===== config.mk =====
export PLATFORM = sky130hd
export DESIGN_NAME = ball_hold_current_detector_core
export DESIGN_NICKNAME = d
export VERILOG_FILES = /design/src/rtl/bhcd_pkg.sv /design/src/rtl/ball_hold_current_detector_core.sv
export SDC_FILE = /design/constraint.sdc
export NUM_CORES = 1
export LEC_CHECK = 0
export BUFFER_PORTS_ARGS = -buffer_cell sky130_fd_sc_hd__buf_2
export CAP_MARGIN = 10
export CORE_MARGIN = 2
export CORE_UTILIZATION = 65
export CTS_CLUSTER_SIZE = 25
export DETAILED_ROUTE_END_ITERATION = 10
export PLACE_DENSITY = 0.83
export SYNTH_ARGS = -nofsm -noshare
export SYNTH_HDL_FRONTEND = slang
export SYNTH_SLANG_ARGS = --single-unit

===== constraint.sdc =====
create_clock -name clk -period 13.1 [get_ports clk]
set_input_delay 1.31 -clock clk [delete_from_list [all_inputs] [get_ports clk]]
set_output_delay 1.31 -clock clk [all_outputs]
set_load 0.1 [all_outputs]

===== src/rtl/bhcd_pkg.sv =====
// Package: shared widths, register indexes and parameter defaults for the ball hold detector.
package bhcd_pkg;

  localparam int SAMPLE_W = 12;
  localparam int SPEED_W  = 8;
  localparam int LEVEL_W  = 12;
  localparam int ADJUST_W = 13;
  localparam int CFG_W    = 13;
  localparam int CFG_IDX_W = 2;
  localparam int PHASE_W  = 3;
  localparam int S_TDATA_W = 32;
  localparam int M_TDATA_W = 32;

  localparam int BLOCK_SAMPLES_DEF   = 10;
  localparam int HISTORY_BLOCKS_DEF  = 10;
  localparam int SAMPLE_BITS_DEF     = 12;
  localparam int TICKS_PER_PHASE_DEF = 100;

  localparam logic [CFG_IDX_W-1:0] REG_BASE_CURRENT   = 2'd0;
  localparam logic [CFG_IDX_W-1:0] REG_CURRENT_MARGIN = 2'd1;
  localparam logic [CFG_IDX_W-1:0] REG_ADJUST_OFFSET  = 2'd2;
  localparam logic [CFG_IDX_W-1:0] REG_PHOTO_LIMIT    = 2'd3;

  localparam logic CMD_TICK  = 1'b0;
  localparam logic CMD_SPEED = 1'b1;

  // Blanking: acquisition resumes past PHASE_RESUME, blanking ends past PHASE_LAST.
  localparam logic [PHASE_W-1:0] PHASE_IDLE   = 3'd0;
  localparam logic [PHASE_W-1:0] PHASE_START  = 3'd1;
  localparam logic [PHASE_W-1:0] PHASE_RESUME = 3'd2;
  localparam logic [PHASE_W-1:0] PHASE_LAST   = 3'd4;

endpackage


===== src/rtl/ball_hold_current_detector_core.sv =====
// Ball hold detector core: block averaging of motor current, photo check and held latch.
//
// One beat is accepted per clock while s_axis_tready is high. A beat is either a 1 ms
// sample tick or a speed command; a tick that completes a block of BLOCK_SAMPLES samples
// yields one report beat, all other beats yield none. A report passes in order through
// the input register, the block/window update, the reciprocal multiply for the mean over
// BLOCK_SAMPLES*HISTORY_BLOCKS samples, then compare and held latch into the output
// register. Each stage holds only while its successor is full and stalled, so input keeps
// flowing while a report waits to be taken until two further reports queue up behind it.
// The window total is kept as a running sum over the stored block sums.
module ball_hold_current_detector_core #(
  parameter int BLOCK_SAMPLES   = bhcd_pkg::BLOCK_SAMPLES_DEF,
  parameter int HISTORY_BLOCKS  = bhcd_pkg::HISTORY_BLOCKS_DEF,
  parameter int SAMPLE_BITS     = bhcd_pkg::SAMPLE_BITS_DEF,
  parameter int TICKS_PER_PHASE = bhcd_pkg::TICKS_PER_PHASE_DEF
) (
  input  logic                               clk,
  input  logic                               rst,
  input  logic                               cfg_we,
  input  logic [bhcd_pkg::CFG_IDX_W-1:0]     cfg_index,
  input  logic [bhcd_pkg::CFG_W-1:0]         cfg_data,
  input  logic                               s_axis_tvalid,
  output logic                               s_axis_tready,
  // [11:0] current_sample, [23:12] ball_sample, [31:24] speed_value
  input  logic [bhcd_pkg::S_TDATA_W-1:0]     s_axis_tdata,
  // [0] command
  input  logic                               s_axis_tuser,
  output logic                               m_axis_tvalid,
  input  logic                               m_axis_tready,
  // [0] ball_held, [1] current_high, [13:2] current_mean, [14] photo_blocked,
  // [26:15] ball_raw, [31:27] zero
  output logic [bhcd_pkg::M_TDATA_W-1:0]     m_axis_tdata
);
  import bhcd_pkg::*;

  localparam int SW   = (SAMPLE_BITS < SAMPLE_W) ? SAMPLE_BITS : SAMPLE_W;
  localparam int SMAX = (1 << SW) - 1;
  localparam int DIV  = BLOCK_SAMPLES * HISTORY_BLOCKS;
  localparam int BW   = $clog2(BLOCK_SAMPLES * SMAX + 1);
  localparam int TW   = $clog2(DIV * SMAX + 1);
  localparam int LW   = $clog2(DIV);
  localparam int SH   = TW + LW;
  localparam int MW   = TW + 1;
  localparam longint unsigned RECIP = ((64'd1 << SH) + longint'(DIV) - 1) / longint'(DIV);
  localparam int CW   = $clog2(BLOCK_SAMPLES);
  localparam int HW   = HISTORY_BLOCKS - 1;
  localparam int TCW  = (TICKS_PER_PHASE > 1) ? $clog2(TICKS_PER_PHASE) : 1;
  localparam int THW  = LEVEL_W + 3;

  localparam logic [CW-1:0]  CNT_LAST  = CW'(BLOCK_SAMPLES - 1);
  localparam logic [TCW-1:0] TICK_LAST = TCW'(TICKS_PER_PHASE - 1);
  localparam logic [MW-1:0]  RECIP_C   = MW'(RECIP);

  // configuration
  logic [LEVEL_W-1:0]         base_current;
  logic [LEVEL_W-1:0]         current_margin;
  logic signed [ADJUST_W-1:0] adjust_offset;
  logic [LEVEL_W-1:0]         photo_limit;

  always_ff @(posedge clk) begin
    if (rst) begin
      base_current   <= '0;
      current_margin <= '0;
      adjust_offset  <= '0;
      photo_limit    <= '0;
    end else if (cfg_we) begin
      case (cfg_index)
        REG_BASE_CURRENT:   base_current   <= cfg_data[LEVEL_W-1:0];
        REG_CURRENT_MARGIN: current_margin <= cfg_data[LEVEL_W-1:0];
        REG_ADJUST_OFFSET:  adjust_offset  <= cfg_data[ADJUST_W-1:0];
        REG_PHOTO_LIMIT:    photo_limit    <= cfg_data[LEVEL_W-1:0];
        default: ;
      endcase
    end
  end

  // handshake chain
  logic v0, v1, v2, vo;
  logic rdy0, rdy1, rdy2, rdyo;

  assign rdyo = !vo || m_axis_tready;
  assign rdy2 = !v2 || rdyo;
  assign rdy1 = !v1 || rdy2;
  assign rdy0 = !v0 || rdy1;
  assign s_axis_tready = rdy0;
  assign m_axis_tvalid = vo;

  // input register
  logic                in_cmd;
  logic [SAMPLE_W-1:0] in_cur;
  logic [SAMPLE_W-1:0] in_ball;
  logic [SPEED_W-1:0]  in_speed;

  always_ff @(posedge clk) begin
    if (rst) begin
      v0 <= 1'b0;
    end else if (rdy0) begin
      v0 <= s_axis_tvalid;
    end
  end

  always_ff @(posedge clk) begin
    if (rdy0 && s_axis_tvalid) begin
      in_cmd   <= s_axis_tuser;
      in_cur   <= s_axis_tdata[SAMPLE_W-1:0];
      in_ball  <= s_axis_tdata[2*SAMPLE_W-1:SAMPLE_W];
      in_speed <= s_axis_tdata[2*SAMPLE_W+SPEED_W-1:2*SAMPLE_W];
    end
  end

  // block and blanking state
  logic [BW-1:0]      block_sum, block_sum_next;
  logic [BW-1:0]      history [HW];
  logic [TW-1:0]      hist_total, hist_total_next;
  logic [CW-1:0]      sample_count, sample_count_next;
  logic               acquire_paused, acquire_paused_next;
  logic [PHASE_W-1:0] blank_phase, blank_phase_next;
  logic [TCW-1:0]     tick_count, tick_count_next;
  logic [SPEED_W-1:0] last_speed, last_speed_next;

  logic               adv0;
  logic               report;
  logic [BW-1:0]      sum_inc;
  logic [TW-1:0]      report_total;
  logic [PHASE_W-1:0] phase_step;

  assign adv0 = v0 && rdy1;
  assign sum_inc = block_sum + {{(BW-SW){1'b0}}, in_cur[SW-1:0]};
  assign report_total = hist_total + TW'(sum_inc);

  always_comb begin
    block_sum_next      = block_sum;
    hist_total_next     = hist_total;
    sample_count_next   = sample_count;
    acquire_paused_next = acquire_paused;
    blank_phase_next    = blank_phase;
    tick_count_next     = tick_count;
    last_speed_next     = last_speed;
    report              = 1'b0;
    phase_step          = blank_phase;
    if (in_cmd == CMD_SPEED) begin
      if (in_speed != last_speed) begin
        acquire_paused_next = 1'b1;
        blank_phase_next    = PHASE_START;
      end
      last_speed_next = in_speed;
    end else begin
      if (!acquire_paused) begin
        if (sample_count == CNT_LAST) begin
          report            = 1'b1;
          block_sum_next    = '0;
          sample_count_next = '0;
          hist_total_next   = report_total - TW'(history[HW-1]);
        end else begin
          block_sum_next    = sum_inc;
          sample_count_next = sample_count + 1'b1;
        end
      end
      if (tick_count == TICK_LAST) begin
        tick_count_next = '0;
        if (blank_phase != PHASE_IDLE) begin
          phase_step = blank_phase + 1'b1;
        end
        if (phase_step > PHASE_RESUME) begin
          acquire_paused_next = 1'b0;
        end
        blank_phase_next = (phase_step > PHASE_LAST) ? PHASE_IDLE : phase_step;
      end else begin
        tick_count_next = tick_count + 1'b1;
      end
    end
  end

  always_ff @(posedge clk) begin
    if (rst) begin
      block_sum      <= '0;
      hist_total     <= '0;
      sample_count   <= '0;
      acquire_paused <= 1'b0;
      blank_phase    <= PHASE_IDLE;
      tick_count     <= '0;
      last_speed     <= '0;
      for (int i = 0; i < HW; i++) begin
        history[i] <= '0;
      end
    end else if (adv0) begin
      block_sum      <= block_sum_next;
      hist_total     <= hist_total_next;
      sample_count   <= sample_count_next;
      acquire_paused <= acquire_paused_next;
      blank_phase    <= blank_phase_next;
      tick_count     <= tick_count_next;
      last_speed     <= last_speed_next;
      if (report) begin
        history[0] <= sum_inc;
        for (int i = 1; i < HW; i++) begin
          history[i] <= history[i-1];
        end
      end
    end
  end

  // window total
  logic [TW-1:0]       t1_total;
  logic [SAMPLE_W-1:0] t1_ball;
  logic                t1_blank;

  always_ff @(posedge clk) begin
    if (rst) begin
      v1 <= 1'b0;
    end else if (rdy1) begin
      v1 <= adv0 && report;
    end
  end

  always_ff @(posedge clk) begin
    if (adv0 && report) begin
      t1_total <= report_total;
      t1_ball  <= in_ball;
      t1_blank <= (blank_phase != PHASE_IDLE);
    end
  end

  // mean by reciprocal multiply
  logic [TW+MW-1:0]    p2_prod;
  logic [SAMPLE_W-1:0] p2_ball;
  logic                p2_blank;

  always_ff @(posedge clk) begin
    if (rst) begin
      v2 <= 1'b0;
    end else if (rdy2) begin
      v2 <= v1;
    end
  end

  always_ff @(posedge clk) begin
    if (v1 && rdy2) begin
      p2_prod  <= {{MW{1'b0}}, t1_total} * {{TW{1'b0}}, RECIP_C};
      p2_ball  <= t1_ball;
      p2_blank <= t1_blank;
    end
  end

  // compare, latch and report
  logic [SW-1:0]          mean;
  logic signed [THW-1:0]  thr;
  logic signed [THW-1:0]  mean_s;
  logic                   high;
  logic                   photo;
  logic                   held_latch, held_next;
  logic [SAMPLE_W-1:0]    mean_out;

  assign mean   = p2_prod[SH +: SW];
  assign mean_s = $signed({{(THW-SW){1'b0}}, mean});
  assign thr    = $signed({3'b000, base_current}) + $signed({3'b000, current_margin})
                + THW'(adjust_offset);
  assign high   = mean_s > thr;
  assign photo  = p2_ball < photo_limit;
  assign held_next = p2_blank ? 1'b0 : (photo && (high || held_latch));
  assign mean_out  = p2_blank ? '0 : SAMPLE_W'(mean);

  always_ff @(posedge clk) begin
    if (rst) begin
      vo         <= 1'b0;
      held_latch <= 1'b0;
    end else if (rdyo) begin
      vo <= v2;
      if (v2) begin
        held_latch <= held_next;
      end
    end
  end

  always_ff @(posedge clk) begin
    if (v2 && rdyo) begin
      m_axis_tdata <= {5'b00000, p2_ball, photo, mean_out, high, held_next};
    end
  end

endmodule

==> run metrics <==
Post-Route M1 WL=between 20000 and 25000 µm; outcome=finished clean; fin crit share=0.487; largest net degree at the start of global routing=139; hold depth=0; library cells used by synthesis=71; GRT Total Usage=0.265; P_leak=0.0116 µW; clock latency on the worst-skew pair=between 500 and 600 ps; Post-synth EDFFs=~260; Crit Path Class=flop to flop; RR Endpoint=p2_prod[33]$_DFFE_PP_; fin. max-slew vios=0; cts repair resizes=0; via count=between 15000 and 20000; global route total overflow=0; Synth Instances=2096; clock root buffer=clkbuf_16; post-route total power=approximately 2600 µW; Die Y=192 µm; Top Layer Used=met4; YS warnings=0; most used cell, CP=fa_1; nets=2605; area leader, netlist=edfxtp_1; Power per Cell Area=104 nW/µm²; endpoint class of the critical path=flop; WL/cell=about 18 µm; drt first pass iters=5; Top FF cell, synth=edfxtp_1; Fin. Hold Viols=0; Die ar.=approximately 37000 µm²; Fin Clk Skew=~21 ps; sequential-to-total area share from yosys stat=0.438; Slew headroom=0.235; number of global-route vias before repair=15200; Arrival @ worst endpoint=6670 ps; Critical-path top delay cell=fa_1; area fraction of the dominant cell type after synthesis=0.341; final setup violation count=0; Post-CTS Setup Bufs=0; routed wire length on met2=~22000 µm; Sum Neg Setup Slack=0 ps; reg-to-reg startpoint=t1_total[16]$_DFFE_PP_; Critical path origin=t1_total[16]$_DFFE_PP_; cts hold-fix bufs=0; hold endpoint=p2_ball[2]$_DFFE_PP_; R2R depth=20; I/O pin count=87; layout cell share with drive strength beyond 1=0.0764; H-tree depth=2; Area Growth Syn to Fin=9.05%; Top delay family on crit path=adder cells; n_diodes=0; met3 wire len=2120 µm; unrepaired setup endpoints after global routing=no; drt drc=0; clk buf depth=3; Worst-path clk slew=60 ps; FMAX=roughly 0.16 GHz; Syn Area/Cell=11.0 µm²; synth top area cells=edfxtp_1 34%, ha_1 14%, fa_1 11%; cell area after synthesis=about 23000 µm²; Tmin final=between 6000 and 7000 ps; Hold Path Class=flop to flop; worst-margin pin slew=1150 ps; CTS tree=built; Worst R2R Setup Slack=between 6000 and 7000 ps; row count=between 60 and 70; Initial Utilization=0.663; first-pass GRT wire length=approximately 76000 µm; pre-CTS setup slack=around 6700 ps; #FFs+latches synth=between 300 and 400; antenna violations before repair=0; clock sinks=between 300 and 400; CP Max Fanout=6; worst path bufs/invs=4; DRC marker count from the first detailed-route iteration=940; Max Cap Violations=0; CP Launch Type=flop; IO Port Bufs=81; VDD IR max=0.135 mV; hold_sp=t1_ball[2]$_DFFE_PP_; Core Area=approximately 35000 µm²; WP data required=13390 ps; antenna viol nets, final=0; total CTS buffers=39; Crit path largest cell delay=about 620 ps; gpl congestion=around 0.96; WL final=~47000 µm; Vias per Instance=between 5 and 6; async set-reset flop share out of synthesis=0; crit path cell chain=fa_1 > inv_1 > fa_1 > inv_1 > fa_1 > fa_1 > fa_1 > inv_1 > fa_1 > inv_1 > ha_1 > and3_1 > a221oi_1 > o21a_1 > o21ai_0 > or2_2 > a31oi_1 > o21bai_1 > a211oi_1 > nor2_1; die width=just under 200 µm; Worst Slack Setup Final=between 6000 and 7000 ps; HPWL after detailed placement=about 35000 µm
==> flip-flops by register name, summed over array words and instances (netlist names), 12 cells and up <==
register        count
history           144
m_axis_tdata       27
hist_total         19
t1_total           19
block_sum          16
adjust_offset      13
base_current       12
current_margin     12
in_ball            12
in_cur             12
p2_ball            12
p2_prod            12
photo_limit        12
t1_ball            12
==> metrics by stage <==
stage | utilization | hold WS (ps) | instance area (µm²) | cells
2_1_floorplan | - | 400 | 23000 | 2100
3_3_place_gp | 0.686 | 403 | 23800 | 2581
3_5_place_dp | 0.686 | 405 | 23800 | 2581
4_1_cts | 0.723 | 412 | 25100 | 2653
5_1_grt | 0.723 | 422 | 25100 | 2653
6_report | 0.723 | 411 | 25100 | 2653
==> cell type report <==
type                            count  area, µm²
Multi-Input combinational cell   1358      11500
Sequential cell                   373      10100
Fill cell                        2421       9630
Inverter                          306       1150
Clock buffer                       51       1070
Tap cell                          455        569
Timing Repair Buffer               89        468
Clock inverter                     21        193
==> worst max-delay path by stage <==
stage / endpoint / slack, ps / cells after the start
2_1_floorplan: history[0][0]$_SDFFCE_PN0P_ / 6840 / 8
3_3_place_gp: p2_prod[33]$_DFFE_PP_ / 6810 / 20
3_5_place_dp: p2_prod[33]$_DFFE_PP_ / 6720 / 20
4_1_cts: p2_prod[33]$_DFFE_PP_ / 6720 / 20
5_1_grt: p2_prod[33]$_DFFE_PP_ / 6310 / 20
6_report: p2_prod[33]$_DFFE_PP_ / 6720 / 20
==> where the power goes <==
| part | switching [µW] | internal, µW | total, µW |
|---|---|---|---|
| sequential | 15.1 | 1290 | 1310 |
| combinational | 142 | 83.3 | 225 |
| clock | 445 | 641 | 1090 |
| total | 602 | 2020 | 2620 |
==> cells in the mapped netlist, types with 8 or more instances <==
| master | instances |
|---|---|
| inv_1 | 305 |
| edfxtp_1 | 261 |
| ha_1 | 255 |
| nand2_1 | 144 |
| and3_1 | 142 |
| fa_1 | 130 |
| a21oi_1 | 126 |
| nor2_1 | 113 |
| dfxtp_1 | 112 |
| xnor2_1 | 54 |
| clkbuf_1 | 53 |
| o21ai_0 | 39 |
| xor2_1 | 32 |
| nand3_1 | 29 |
| nor2b_1 | 27 |
| nor3_1 | 26 |
| a21o_1 | 22 |
| mux2i_1 | 22 |
| nand2b_1 | 18 |
| o21a_1 | 16 |
| and2_1 | 15 |
| a211oi_1 | 14 |
| a21boi_0 | 10 |
| o21bai_1 | 10 |
| or3_1 | 9 |
| a31oi_1 | 8 |
| or2_2 | 8 |
==> kinds of logic after synthesis <==
logic type,Yosys count,share of synthesized area
adder cells (fa/ha/maj),385,0.252
AO/OA/AOI/OAI,301,0.0833
XOR/XNOR,86,0.0327
AND/OR/NAND/NOR,556,0.122
other,1,0.000163
multiplexers,25,0.0110
flip-flops,373,0.438
buffers and inverters,369,0.0611
==> cells in the final DEF, fill, tap and decap left out, types with 26 or more instances in the layout <==
cell type and instances:
nand3_1 29, fa_1 130, clkbuf_16 41, xor2_1 32, ha_1 255, nor2_1 113
xnor2_1 54, edfxtp_1 261, nor2b_1 27, o21ai_0 39, and3_1 142, inv_1 304
nor3_1 26, dfxtp_1 112, nand2_1 143, buf_2 80, a21oi_1 126
==> metal layers <==
| metal | GRT usage | vias to the layer above |
|---|---|---|
| met4 | 0.0719 | 0 |
| met1 | 0.364 | 7450 |
| met2 | 0.443 | 340 |
| li1 | - | 7340 |
| met3 | 0.0396 | 79 |
| met5 | 0 | - |
No activity file was read; power rests on OpenSTA's default activity.
